## src/hw/rtl/deq_pkg.sv

```systemverilog
// Shared definitions for the double-ended queue: request operation codes,
// response status codes and default sizes.
// No dependencies; used by double_ended_queue and deq_ram.
package deq_pkg;

  // Default sizes handed to the module parameters.
  localparam int unsigned DefaultDepth     = 16;
  localparam int unsigned DefaultDataWidth = 32;

  // Fixed widths of the request and response fields.
  localparam int unsigned ModeW   = 3;
  localparam int unsigned ValueW  = 32;
  localparam int unsigned StatusW = 2;

  // Operation requested by one input request.
  typedef enum logic [ModeW-1:0] {
    MODE_INS_FRONT = 3'd0,
    MODE_INS_REAR  = 3'd1,
    MODE_DEL_FRONT = 3'd2,
    MODE_DEL_REAR  = 3'd3,
    MODE_DISPLAY   = 3'd4
  } mode_e;

  // Status returned with every response.
  typedef enum logic [StatusW-1:0] {
    STATUS_OK    = 2'd0,
    STATUS_EMPTY = 2'd1,
    STATUS_FULL  = 2'd2
  } status_e;

endpackage

```

## src/hw/rtl/double_ended_queue.sv

```systemverilog
// Bounded double-ended queue held in a ring buffer of DEPTH entries, with a
// head pointer and an element count. Each request inserts at the front or
// rear, deletes from the front or rear, or displays the whole queue from
// front to rear. An insert, or any answer with an empty or full status, is
// ready on the output in the cycle after it is taken; a delete reads its
// element from the store, whose read data is registered, and returns it once
// the output register is free; a display streams the stored elements one at
// a time through the single read port of the store. A new request is taken
// once the previous one has finished and the output register is free or being
// emptied. Unused operation codes are taken and answered with nothing. Stored
// elements: low DATA_WIDTH bits of the request value, returned zero-extended.
module double_ended_queue #(
  parameter int unsigned DEPTH      = deq_pkg::DefaultDepth,
  parameter int unsigned DATA_WIDTH = deq_pkg::DefaultDataWidth
) (
  input  logic                                clk_i,
  input  logic                                rst_ni,
  input  logic                                in_valid_i,
  output logic                                in_ready_o,
  input  logic [deq_pkg::ModeW-1:0]           mode_i,
  input  logic signed [deq_pkg::ValueW-1:0]   value_i,
  output logic                                out_valid_o,
  input  logic                                out_ready_i,
  output logic signed [deq_pkg::ValueW-1:0]   result_value_o,
  output logic [deq_pkg::StatusW-1:0]         status_o,
  output logic                                last_o
);

  localparam int unsigned IdxW = $clog2(DEPTH);
  localparam int unsigned CntW = $clog2(DEPTH + 1);
  localparam int unsigned ValW = deq_pkg::ValueW;
  localparam logic [CntW-1:0] DepthCnt = CntW'(DEPTH);
  localparam logic [IdxW-1:0] LastIdx  = IdxW'(DEPTH - 1);
  localparam logic [CntW:0]   DepthSum = (CntW + 1)'(DEPTH);

  typedef enum logic [1:0] {
    S_IDLE,
    S_DEL,
    S_DISP
  } state_e;

  state_e                  state_q, state_d;
  logic [IdxW-1:0]         head_q, head_d;
  logic [CntW-1:0]         count_q, count_d;
  logic [IdxW-1:0]         rd_ptr_q, rd_ptr_d;
  logic [IdxW-1:0]         idx_q, idx_d;
  logic                    out_valid_q, out_valid_d;
  logic [ValW-1:0]         res_q, res_d;
  deq_pkg::status_e        status_q, status_d;
  logic                    last_q, last_d;

  logic                    out_free;
  logic                    in_acc;
  logic                    mem_we;
  logic [IdxW-1:0]         mem_waddr;
  logic [DATA_WIDTH-1:0]   store_val;
  logic                    mem_re;
  logic [IdxW-1:0]         mem_raddr;
  logic [DATA_WIDTH-1:0]   mem_rdata;
  logic [ValW-1:0]         rd_val;
  logic [CntW-1:0]         cnt_m1;
  logic                    disp_last;

  // Ring pointer steps with wrap at the top of the store.
  function automatic logic [IdxW-1:0] idx_inc(input logic [IdxW-1:0] p);
    return (p == LastIdx) ? '0 : p + 1'b1;
  endfunction

  function automatic logic [IdxW-1:0] idx_dec(input logic [IdxW-1:0] p);
    return (p == '0) ? LastIdx : p - 1'b1;
  endfunction

  // Entry that lies a given number of places behind the head.
  function automatic logic [IdxW-1:0] slot(input logic [IdxW-1:0] head,
                                           input logic [CntW-1:0] offset);
    logic [CntW:0] sum;
    sum = (CntW + 1)'(head) + (CntW + 1)'(offset);
    if (sum >= DepthSum) begin
      sum = sum - DepthSum;
    end
    return sum[IdxW-1:0];
  endfunction

  // Conversion between the request value and the stored width.
  if (DATA_WIDTH <= ValW) begin : g_narrow
    assign store_val = value_i[DATA_WIDTH-1:0];
    assign rd_val    = ValW'(mem_rdata);
  end else begin : g_wide
    assign store_val = DATA_WIDTH'(unsigned'(value_i));
    assign rd_val    = mem_rdata[ValW-1:0];
  end

  deq_ram #(
    .DEPTH      (DEPTH),
    .DATA_WIDTH (DATA_WIDTH)
  ) u_ram (
    .clk_i   (clk_i),
    .we_i    (mem_we),
    .waddr_i (mem_waddr),
    .wdata_i (store_val),
    .re_i    (mem_re),
    .raddr_i (mem_raddr),
    .rdata_o (mem_rdata)
  );

  // Handshake qualifiers.
  assign out_free   = !out_valid_q || out_ready_i;
  assign in_ready_o = (state_q == S_IDLE) && out_free;
  assign in_acc     = in_valid_i && in_ready_o;
  assign cnt_m1     = count_q - 1'b1;
  assign disp_last  = (CntW'(idx_q) == cnt_m1);

  // Request decoding, memory accesses and response formation.
  always_comb begin
    state_d     = state_q;
    head_d      = head_q;
    count_d     = count_q;
    rd_ptr_d    = rd_ptr_q;
    idx_d       = idx_q;
    out_valid_d = out_valid_q && !out_ready_i;
    res_d       = res_q;
    status_d    = status_q;
    last_d      = last_q;
    mem_we      = 1'b0;
    mem_waddr   = head_q;
    mem_re      = 1'b0;
    mem_raddr   = head_q;

    case (state_q)
      S_IDLE: begin
        if (in_acc) begin
          case (deq_pkg::mode_e'(mode_i))
            deq_pkg::MODE_INS_FRONT, deq_pkg::MODE_INS_REAR: begin
              out_valid_d = 1'b1;
              res_d       = '0;
              last_d      = 1'b1;
              if (count_q == DepthCnt) begin
                status_d = deq_pkg::STATUS_FULL;
              end else begin
                status_d = deq_pkg::STATUS_OK;
                mem_we   = 1'b1;
                count_d  = count_q + 1'b1;
                if (deq_pkg::mode_e'(mode_i) == deq_pkg::MODE_INS_FRONT) begin
                  head_d    = idx_dec(head_q);
                  mem_waddr = idx_dec(head_q);
                end else begin
                  mem_waddr = slot(head_q, count_q);
                end
              end
            end
            deq_pkg::MODE_DEL_FRONT, deq_pkg::MODE_DEL_REAR: begin
              if (count_q == '0) begin
                out_valid_d = 1'b1;
                res_d       = '0;
                status_d    = deq_pkg::STATUS_EMPTY;
                last_d      = 1'b1;
              end else begin
                mem_re  = 1'b1;
                count_d = cnt_m1;
                state_d = S_DEL;
                if (deq_pkg::mode_e'(mode_i) == deq_pkg::MODE_DEL_FRONT) begin
                  mem_raddr = head_q;
                  head_d    = idx_inc(head_q);
                end else begin
                  mem_raddr = slot(head_q, cnt_m1);
                end
              end
            end
            deq_pkg::MODE_DISPLAY: begin
              if (count_q == '0) begin
                out_valid_d = 1'b1;
                res_d       = '0;
                status_d    = deq_pkg::STATUS_EMPTY;
                last_d      = 1'b1;
              end else begin
                mem_re    = 1'b1;
                mem_raddr = head_q;
                rd_ptr_d  = idx_inc(head_q);
                idx_d     = '0;
                state_d   = S_DISP;
              end
            end
            default: begin
            end
          endcase
        end
      end
      S_DEL: begin
        // The removed element arrives from the store in the cycle after the read.
        if (out_free) begin
          out_valid_d = 1'b1;
          res_d       = rd_val;
          status_d    = deq_pkg::STATUS_OK;
          last_d      = 1'b1;
          state_d     = S_IDLE;
        end
      end
      S_DISP: begin
        // Hand out one element and fetch the next in the same cycle.
        if (out_free) begin
          out_valid_d = 1'b1;
          res_d       = rd_val;
          status_d    = deq_pkg::STATUS_OK;
          last_d      = disp_last;
          if (disp_last) begin
            state_d = S_IDLE;
          end else begin
            mem_re    = 1'b1;
            mem_raddr = rd_ptr_q;
            rd_ptr_d  = idx_inc(rd_ptr_q);
            idx_d     = idx_q + 1'b1;
          end
        end
      end
      default: begin
        state_d = S_IDLE;
      end
    endcase
  end

  // Control state and the registered response.
  always_ff @(posedge clk_i or negedge rst_ni) begin
    if (!rst_ni) begin
      state_q     <= S_IDLE;
      head_q      <= '0;
      count_q     <= '0;
      rd_ptr_q    <= '0;
      idx_q       <= '0;
      out_valid_q <= 1'b0;
      res_q       <= '0;
      status_q    <= deq_pkg::STATUS_OK;
      last_q      <= 1'b0;
    end else begin
      state_q     <= state_d;
      head_q      <= head_d;
      count_q     <= count_d;
      rd_ptr_q    <= rd_ptr_d;
      idx_q       <= idx_d;
      out_valid_q <= out_valid_d;
      res_q       <= res_d;
      status_q    <= status_d;
      last_q      <= last_d;
    end
  end

  assign out_valid_o    = out_valid_q;
  assign result_value_o = signed'(res_q);
  assign status_o       = status_q;
  assign last_o         = last_q;

  // The element count never exceeds the size of the store.
  assert property (@(posedge clk_i) disable iff (!rst_ni)
    count_q <= DepthCnt)
    else $error("element count above depth");

  // An insert into a full queue leaves the count untouched.
  assert property (@(posedge clk_i) disable iff (!rst_ni)
    (in_acc && count_q == DepthCnt &&
     (mode_i == deq_pkg::MODE_INS_FRONT || mode_i == deq_pkg::MODE_INS_REAR))
    |=> $stable(count_q))
    else $error("full insert changed the count");

  // A delete on a non-empty queue removes exactly one element.
  assert property (@(posedge clk_i) disable iff (!rst_ni)
    (in_acc && count_q != '0 &&
     (mode_i == deq_pkg::MODE_DEL_FRONT || mode_i == deq_pkg::MODE_DEL_REAR))
    |=> (count_q == $past(cnt_m1)))
    else $error("delete did not remove one element");

  // The queue contents stay put while a display streams.
  assert property (@(posedge clk_i) disable iff (!rst_ni)
    (state_q == S_DISP) |=> ($stable(count_q) && $stable(head_q)))
    else $error("queue changed during display");

endmodule

```

## src/hw/rtl/deq_ram.sv

```systemverilog
// Element store of the double-ended queue: one write port and one read
// port, with the read data registered.
// Depends on deq_pkg for the default sizes.
module deq_ram #(
  parameter int unsigned DEPTH      = deq_pkg::DefaultDepth,
  parameter int unsigned DATA_WIDTH = deq_pkg::DefaultDataWidth
) (
  input  logic                          clk_i,
  input  logic                          we_i,
  input  logic [$clog2(DEPTH)-1:0]      waddr_i,
  input  logic [DATA_WIDTH-1:0]         wdata_i,
  input  logic                          re_i,
  input  logic [$clog2(DEPTH)-1:0]      raddr_i,
  output logic [DATA_WIDTH-1:0]         rdata_o
);

  logic [DATA_WIDTH-1:0] mem_q [DEPTH];
  logic [DATA_WIDTH-1:0] rdata_q;

  // Write port.
  always_ff @(posedge clk_i) begin
    if (we_i) begin
      mem_q[waddr_i] <= wdata_i;
    end
  end

  // Read port; the data holds until the next read.
  always_ff @(posedge clk_i) begin
    if (re_i) begin
      rdata_q <= mem_q[raddr_i];
    end
  end

  assign rdata_o = rdata_q;

endmodule

```

## config.mk

```make
export PLATFORM = sky130hd
export DESIGN_NAME = double_ended_queue
export DESIGN_NICKNAME = d
export VERILOG_FILES = /design/src/hw/rtl/deq_pkg.sv /design/src/hw/rtl/double_ended_queue.sv /design/src/hw/rtl/deq_ram.sv
export SDC_FILE = /design/constraint.sdc
export NUM_CORES = 1
export LEC_CHECK = 0
export BUFFER_PORTS_ARGS = -buffer_cell sky130_fd_sc_hd__buf_2
export CAP_MARGIN = 20
export CORE_MARGIN = 4
export CORE_UTILIZATION = 27
export DETAILED_ROUTE_END_ITERATION = 16
export HOLD_SLACK_MARGIN = 0.05
export PLACE_DENSITY = 0.42
export SYNTH_ARGS = -nofsm -noshare
export SYNTH_HDL_FRONTEND = slang
export SYNTH_HIERARCHICAL = 1
export SYNTH_SLANG_ARGS = --single-unit
```

## constraint.sdc

```tcl
create_clock -name clk_i -period 4.8 [get_ports clk_i]
set_input_delay 0.24 -clock clk_i [delete_from_list [all_inputs] [get_ports clk_i]]
set_output_delay 0.24 -clock clk_i [all_outputs]
set_load 0.01 [all_outputs]
```

* Yosys cells after proc, flatten, opt, wreduce, memory -nomap -nowiden
Memory sizes are Yosys's and may differ from the RTL's. A register that Yosys moved wholly into a read port is not among the register bits. Index checks and enable logic that the tools add are counted.
Word-level totals: memories kept 1, bits in writable memories 512, register bits 55, output and inout bits 37, bits in read-only memories 0, bits in latches 0, word-level logic and storage cells 151
Operators by class: reductions and logical operators 24, div/mod/pow operators 0, shift-type cells 0, equal/unequal tests 27, $add $sub $neg 10, bitwise operators 0, multipliers 0, $lt $le $gt $ge 2, multiplexer cells 78
Memories:
- u_ram.mem_q | depth 16, bits a word 32, rd ports 1, clocked after Yosys merged registers in 1, wr ports 1, RTL line deq_ram.sv:17 | logic [DATA_WIDTH-1:0] mem_q [DEPTH];
Operator list (number):
- $pmux 32 s2 | 2
- $mux 4 | 30
- $mux 32 | 3
- $pmux 4 s2 | 4
- $ne 2x2->1 const B | 10
- $mux 1 | 18
- $mux 2 | 9
- $reduce_and 7->1 | 2
- $add 4x1->4 const B | 3
- $add 4x5->6 | 2
- $ge 6x5->1 const B | 2
- $pmux 2 s2 | 3
- $reduce_and 6->1 | 2
- $sub 4x1->4 const B | 3
- $mux 5 | 2
- $pmux 5 s2 | 1
- $reduce_and 5->1 | 2
- $eq 4x4->1 const B | 2
- $pmux 1 s2 | 4
- $eq 3x2->1 const B | 2
- $ne 3x2->1 const B | 2
- $ne 3x3->1 const B | 2
- $pmux 2 s3 | 1
- $reduce_bool 2->1 | 3
- 21 further kinds | 27

* Logic depth before layout (Yosys ltp)
Gate-level depths: netlist (run 1).
word-level depth 9, gate-level depth with buffers 14, gate-level depth less buffers 12

* Cells and area by module
The synthesis (run 1) kept the hierarchy.
By module, submodules not included:
- deq_ram | area each 20155.6 um^2, seq. area each 16335.7 um^2, cells each 838, times used 1
- double_ended_queue | area each 3438.3 um^2, seq. area each 1376.3 um^2, cells each 396, times used 1

* Least setup slack after synthesis (run 1)
Ideal clock, no wire load.
path type register to register, start register count_q[0], end memory u_ram/mem_q[0][0] (netlist name) (enable), data arrival time 4.674 ns, setup slack -0.335 ns, stages on the path, launching flop included 11, buffers on the path 1, cells stage by stage dfrtp_1 > inv_1 > ha_1 > nor3b_2 > and2_1 > or4_1 > clkbuf_1 > o21ai_0 > o21ai_0 > or3b_2 > nor3_1
On the way: longest elaborated chain between the ends 8
Ends and longest elaborated chain:
- start: declaration | RTL line double_ended_queue.sv:44 | logic [CntW-1:0] count_q, count_d;
- start signal: assignment | RTL line double_ended_queue.sv:236 | count_q <= count_d;
- $add 4x5->6 | RTL line double_ended_queue.sv:77 | sum = (CntW + 1)'(head) + (CntW + 1)'(offset);
- $ge 6x5->1 / $sub 4x1->4 (equally long branches) | RTL line double_ended_queue.sv:78, double_ended_queue.sv:79
- $mux 4 | RTL line double_ended_queue.sv:78 | if (sum >= DepthSum) begin
- $mux 4 | RTL line double_ended_queue.sv:143 | if (deq_pkg::mode_e'(mode_i) == deq_pkg::MODE_INS_FRONT) begin
- $mux 4 * | RTL line double_ended_queue.sv:137 | if (count_q == DepthCnt) begin
- $mux 4 * | RTL line double_ended_queue.sv:132 | case (deq_pkg::mode_e'(mode_i))
- $mux 4 * | RTL line double_ended_queue.sv:131 | if (in_acc) begin
- $mux 4 * | RTL line double_ended_queue.sv:129 | case (state_q)
- net mem_waddr[3] | RTL line double_ended_queue.sv:55 | logic [IdxW-1:0] mem_waddr;
- end: declaration | RTL line deq_ram.sv:17
Mark *: on every way through the listed nets, which the timed path passes. The rest lies on a longest branch.

* Worst setup path after layout (run 1)
start register count_q[0], end register u_ram.rdata_q[3], in the netlist u_ram/rdata_o[3], read port of u_ram.mem_q, data pin
On the way: longest elaborated chain between the ends 9
Ends and longest elaborated chain:
- $sub 5x1->5 | RTL line double_ended_queue.sv:110 | assign cnt_m1 = count_q - 1'b1;
- $add 4x5->6 | RTL line double_ended_queue.sv:77
- $ge 6x5->1 / $sub 4x1->4 (equally long branches) | RTL line double_ended_queue.sv:78, double_ended_queue.sv:79
- $mux 4 | RTL line double_ended_queue.sv:78
- $mux 4 | RTL line double_ended_queue.sv:161 | if (deq_pkg::mode_e'(mode_i) == deq_pkg::MODE_DEL_FRONT) begin
- $mux 4 | RTL line double_ended_queue.sv:152 | if (count_q == '0) begin
- $mux 4
- $mux 4 | RTL line double_ended_queue.sv:131
- $pmux 4 s2 * | RTL line double_ended_queue.sv:129
- net mem_raddr[0] | RTL line double_ended_queue.sv:58 | logic [IdxW-1:0] mem_raddr;
- end: declaration | RTL line deq_ram.sv:18 | logic [DATA_WIDTH-1:0] rdata_q;
Marked as above. A chain may end at the register's enable or synchronous reset.

==> flow_summary.json, run 1 <==
{
  "port_buffers": 75,
  "synth_xor_area_share_pct": 0.705,
  "pwr-share-comb_pct": 30.6,
  "cp-start-kind": "flip-flop",
  "cts_made_buffers": 70,
  "worst_slack_ns": 0.675,
  "clk_pin_slew_ns": 0.06,
  "syn_area_per_cell_sq_um": 19.1,
  "grt_pass1_vias": 12800,
  "grt.overflow.total": 0,
  "seq_area_frac_synth_pct": 75.1,
  "busiest_layer": "met2",
  "drc": 0,
  "routedWlPerCell_microns": 24.1,
  "wl_mm": 62.9,
  "synthSimpleGateAreaFrac_pct": 4.59,
  "drive_gt1_share_pct": 27.5,
  "synthToLayoutAreaGrowth_pct": 20.9,
  "synth_top_family_by_area": "multiplexers",
  "slew_viol_final": 0,
  "ys_async_sr_fraction_pct": 9.18,
  "power_frac_seq_pct": 38.6,
  "powerDensity_nw_per_um2": 586,
  "clkSinkCount": 599,
  "cp.required_ns": 5.11,
  "ys.flop_type": "edfxtp_1",
  "ys_seq_elements": 599,
  "intPower_mw": 11.5,
  "initial_utilization_pct": 27.2,
  "clkPwrFrac_pct": 30.8,
  "die_area_sq_um": 92200,
  "fmax_mhz": 242,
  "power_leakage_nw": 9.53,
  "netlist_area_sq_um": 23600,
  "maxSlewHeadroom_pct": 35.9,
  "yosys.area.top_type_share_pct": 69.2,
  "grt.total_usage_pct": 13.5,
  "switchingPower_mw": 5.26,
  "final_core_util_pct": 32.9,
  "firstDrtPassIters": 4,
  "critPathMaxFanout": 14,
  "cts-root-buf": "clkbuf_16",
  "max_stage_delay_ns": 0.55,
  "use_met1_pct": 19.8,
  "path_cells": "inv_1 -> ha_1 -> nor3b_2 -> and2_1 -> o211ai_1 -> o21ai_2 -> mux2i_1 -> o211ai_1 -> buf_4 -> buf_4 -> mux4_2 -> a22oi_1 -> nand2_1",
  "clkLatencyLatePin_ns": 0.61,
  "finClkSkew_ns": 0.0357,
  "max_slew.worst_pin.slew_ns": 0.959,
  "clk_path_buf_depth": 3,
  "htreeDepth": 3,
  "outcome": "completed",
  "nFillCells": 8306,
  "setup_viol": 0,
  "period_share_pct": 85.9,
  "ioPinCount": 76,
  "switching_share_pct": 31.5,
  "synth_adder_area_share_pct": 1.12,
  "postCtsSetupBuffers": 0,
  "antenna_found_initial": 4,
  "synth_warnings": 6,
  "viasPerCell": 4.70,
  "cts-resized-gates": 0,
  "ant_nets": 0,
  "gr-usage-met2_pct": 21.0,
  "placementRows": 108,
  "drt_iter0_markers": 916,
  "grt_max_degree": 56,
  "multi_input_area_sq_um": 5670,
  "worstPathArrival_ns": 4.44,
  "ir_worst_vdd_v": 0.000367,
  "synth_compound_area_share_pct": 4.27,
  "syn_inst": 1234,
  "gp_congestion": 0.728,
  "min_path_type": "in2reg",
  "period_minus_slack_ns": 4.13,
  "rsz0062_at_grt": "false",
  "synthMuxAreaShare_pct": 12.5,
  "hold_viol_final": 0,
  "regArea_sq_um": 17700,
  "die_x_microns": 304,
  "synth_fp_nets": 1293,
  "worstSetupEndpointType": "flip-flop",
  "yosys.area.top_type": "edfxtp_1",
  "via_count": 12300,
  "dp_slack_ns": 0.666,
  "die_y_microns": 304,
  "fin_setup_tns_ns": 0,
  "cap_violations": 0,
  "grt_pass1_wl_mm": 91.6,
  "ys_types": 63,
  "fp.coreArea_sq_um": 86800,
  "nets": 1460,
  "cts_tree": "yes",
  "met3_usage_pct": 2.61,
  "yosys-top-cells-area": "edfxtp_1 (69%), mux4_2 (12%), dfrtp_1 (5.8%)",
  "dp_hpwl_mm": 35.7,
  "synth_edf_count": 544,
  "critPathKind": "reg2reg",
  "cpMaxStageDelayCell": "mux4_2"
}
==> path summary, 6_finish.rpt <==
| check | end | slack (ns) | startpoint | cells past startpoint |
|---|---|---|---|---|
| setup / recovery | u_ram/rdata_o[3] | 0.67 | count_q[0] | 13 |
| hold / removal | state_q[0] | 0.12 | mode_i[2] | 3 |
| setup reg to reg | u_ram/rdata_o[3] | 0.67 | count_q[0] | 13 |
| hold reg to reg | result_value_o[1] | 0.46 | result_value_o[1] | 2 |
| max in group asynchronous | rd_ptr_q[3] | 3.83 | rst_ni | 2 |
| min in group asynchronous | result_value_o[26] | 0.34 | rst_ni | 2 |
==> repair_timing <==
item / 4_1_cts / 5_1_grt
hold endpoints to repair: 560 / 0
endpoints found under the setup margin: 0 / 0
hold buffers: 34 / 0
==> sequential cells by signal, summed over array words and instances, names as in the netlist <==
| register | cells |
|---|---|
| state_q | 2 |
| last_o | 1 |
| status_o | 2 |
| result_value_o | 32 |
| count_q | 5 |
| rd_ptr_q | 4 |
| u_ram/mem_q | 512 |
| idx_q | 4 |
| head_q | 4 |
| out_valid_o | 1 |
| u_ram/rdata_o | 32 |
==> logic make-up after synthesis <==
family	Yosys count
AO/OA/AOI/OAI	142
XOR/XNOR	19
adder cells (fa/ha/maj)	20
buffers and inverters	83
flip-flops	599
multiplexers	134
AND/OR/NAND/NOR	237
==> worst max-delay path, delay by kind of cell (launching register included) <==
family          cells  cell delay, ns
simple gates        3            0.66
compound gates      4            1.04
mux                 2            0.67
buf+inv             3            0.77
fa+ha+maj           1            0.25
flops               1            0.46
==> placed cells by master, fill, tap and decap left out, types with 8 or more instances in the layout <==
cell type,n
dlygate4sd3_1,34
mux4_2,128
nor3_1,9
edfxtp_1,544
inv_1,14
nor2_4,13
clkinv_2,17
buf_12,20
buf_4,35
a22oi_1,65
nand3_1,40
clkinv_1,8
nand2_1,113
xor2_1,10
o21ai_0,16
xnor2_1,9
nor2_1,20
a21oi_1,19
clkbuf_16,73
ha_1,17
clkbuf_1,14
buf_2,74
dfrtp_1,55
==> power groups by stage <==
stage / Combinational [mW] / Sequential [mW] / Clock (mW)
3_5_place_dp: 5.19 / 6.57 / 0
2_1_floorplan: 3.43 / 6.51 / 0
5_1_grt: 5.59 / 6.50 / 5.56
3_3_place_gp: 5.20 / 6.57 / 0
6_report: 5.11 / 6.45 / 5.15
4_1_cts: 5.23 / 6.46 / 5.32
==> cell type report <==
class,count,area share (%)
flip-flops and latches,599,62.1
multi-input cells,552,19.9
clock buffers,92,6.83
well taps,1155,5.07
repair buffers,163,4.82
clock inverters,36,1.12
inverters,15,0.197
diodes,1,0.00877
==> per-stage QoR <==
stage / hold slack, ns / instances / total power [mW] / cell area [sq um]
after floorplan: -0.0556 / 1234 / 9.94 / 23600
after global placement: 0.448 / 2450 / 11.8 / 25900
after detailed placement: 0.452 / 2450 / 11.8 / 25900
after CTS: 0.0803 / 2612 / 17.0 / 28500
after global routing: 0.104 / 2612 / 17.7 / 28500
final: 0.115 / 2613 / 16.7 / 28500
==> cell usage after synthesis, drive strengths merged (3+ instances only) <==
master,n
xnor2,9
inv,15
o211ai,6
mux2i,4
o31ai,5
buf,41
o21ai,19
a21oi,20
nor4,3
a22o,3
nand2b,6
and2,4
nor3,14
a22oi,65
dfrtp,55
nand3,40
a31oi,3
xor2,10
nand4,3
clkbuf,27
nor2b,5
a211oi,3
edfxtp,544
a211o,3
nand3b,3
nor2,33
ha,18
mux4,128
nand2,113
==> routing by layer <==
metal | routed length, microns | up-vias
met1 | 30500 | 6594
met4 | 1030 | 4
met2 | 28900 | 250
met3 | 2410 | 79
met5 | 21 | -
li1 | - | 5346
Note: power is estimated with default switching activity, not from simulation.
==> inputs of run 2 (changes only) <==
- PLACE_DENSITY: 0.42 -> 0.4
- clock period: 4.8 -> 5.3 ns (I/O delays scaled with it)
==> run 2 against run 1 <==
Combinational power is 11% lower. Via count is 1.7% lower. Die area did not move. Design area fell by 0.94%. Register-to-register slack better by 0.19 ns. Count of clock-buffer cells in the layout increased by 2. Power is 10% lower. Cell count is 0.31% lower. Utilization decreased by 0.31 points. Sequential power decreased by 9.3%. Wire length down 4.4%. Critical path type unchanged. Critical endpoint is now u_ram/mem_q[6][16]. Highest routed layer unchanged.
==> flow_summary.json, run 2 (synthesis results as in run 1) <==
{
  "antenna_found_initial": 4,
  "grt.total_usage_pct": 13.0,
  "wl_mm": 60.1,
  "cts_tree": "yes",
  "ir_worst_vdd_v": 0.000373,
  "fp.coreArea_sq_um": 86800,
  "routedWlPerCell_microns": 23.1,
  "placed_cell_area_sq_um": 25700,
  "cp.required_ns": 5.61,
  "clk_pin_slew_ns": 0.06,
  "drc": 0,
  "finalNonFillerCells": 2605,
  "stdcell_area_sq_um": 28300,
  "r2r_cells": 9,
  "port_buffers": 75,
  "period_share_pct": 83.6,
  "fmax_mhz": 226,
  "worstPathArrival_ns": 4.74,
  "clkLatencyLatePin_ns": 0.62,
  "grt_max_degree": 87,
  "setup_viol": 0,
  "path_cells": "inv_1 -> ha_1 -> nor3b_2 -> and2_1 -> or4_1 -> o21ai_0 -> nand2b_1 -> nor2_4 -> buf_4",
  "largest_register_ffs": 512,
  "firstDrtPassIters": 5,
  "crit_start": "count_q[0]",
  "critPathCapture": "u_ram/mem_q[6][16]",
  "nets": 1450,
  "clkSinkCount": 599,
  "postCtsSetupBuffers": 0,
  "outcome": "completed",
  "max_slew.worst_pin.slew_ns": 1.07,
  "die_y_microns": 304,
  "cap_violations": 0,
  "placementRows": 108,
  "drive_gt1_share_pct": 26.7,
  "cts-resized-gates": 0,
  "rsz0062_at_grt": "false",
  "cp_top_family": "simple AND/OR/NAND/NOR gates",
  "hold_viol_final": 0,
  "htreeDepth": 3,
  "initial_utilization_pct": 27.2,
  "worstSetupEndpointType": "flip-flop",
  "reg2reg_to": "u_ram/mem_q[6][16]",
  "grt_pass1_wl_mm": 89.5,
  "reg2reg_from": "count_q[0]",
  "cts_made_buffers": 70,
  "power_leakage_nw": 9.42,
  "via_count": 12100,
  "maxSlewHeadroom_pct": 28.3,
  "finClkSkew_ns": 0.0334,
  "rrSetupSlack_ns": 0.87,
  "hold_buffers": 32,
  "slew_viol_final": 0,
  "cp.depth": 9,
  "ioPinCount": 76,
  "cp-start-kind": "flip-flop",
  "max_stage_delay_ns": 0.87,
  "power.total_mw": 15.1,
  "min_path_type": "in2async",
  "die_x_microns": 304,
  "clk_path_buf_depth": 3,
  "worst_slack_ns": 0.868,
  "powerDensity_nw_per_um2": 533,
  "period_minus_slack_ns": 4.43,
  "layout_commonest_cell": "edfxtp_1",
  "regMostFlops": "u_ram/mem_q",
  "placed_cells": 2442,
  "critPathMaxFanout": 13,
  "cp_num_buf_inv": 2,
  "grt_pass1_vias": 12900,
  "final_cell_mix": "edfxtp_1 (544), mux4_2 (128), nand2_1 (113)",
  "grt.overflow.total": 0,
  "cts-root-buf": "clkbuf_16",
  "gp_congestion": 0.726,
  "cpMaxStageDelayCell": "o21ai_0",
  "die_area_sq_um": 92200,
  "synthToLayoutAreaGrowth_pct": 19.8,
  "fin_setup_tns_ns": 0,
  "dp_hpwl_mm": 35.7,
  "ant_nets": 0,
  "dp_slack_ns": 0.920,
  "viasPerCell": 4.63,
  "drt_iter0_markers": 761,
  "critPathKind": "reg2reg"
}
run 2: worst min path at each step:
stage	startpoint	cells past startpoint	slack (ns)	endpoint
2_1_floorplan	rst_ni	0	-0.03	count_q[0]
3_3_place_gp	rst_ni	1	0.16	result_value_o[28]
4_1_cts	rst_ni	2	0.05	result_value_o[25]
3_5_place_dp	rst_ni	1	0.16	result_value_o[30]
5_1_grt	value_i[31]	1	0.07	u_ram/mem_q[0][31]
6_report	rst_ni	2	0.07	result_value_o[28]
run 2: final cells by class:
class,instances,area [sq um]
inverters,15,56.3
clock inverters,35,379
repair buffers,153,1140
fillers,8402,58500
clock buffers,94,1870
flip-flops and latches,599,17700
well taps,1155,1450
multi-input cells,552,5640
diodes,2,5.00
run 2: per-layer routing:
layer,up-vias,part of all wire (%),GRT usage (%)
li1,5316,-,-
met1,6469,46,17.8
met2,192,49,21.5
met3,87,3.1,2.44
met4,2,2.0,3.18
met5,-,0.020,0
run 2: through the flow:
step	utilization [%]	hold WS [ns]
CTS	32.6	0.0506
floorplan	-	-0.0306
detailed placement	29.6	0.160
finish	32.6	0.0745
global placement	29.6	0.160
global route	32.6	0.0670
run 2: power breakdown:
part           internal, mW  total (mW)  switching, mW
sequential             5.59        5.85          0.250
combinational          1.94        4.53           2.59
clock                  2.72        4.68           1.96
total                  10.2        15.1           4.81
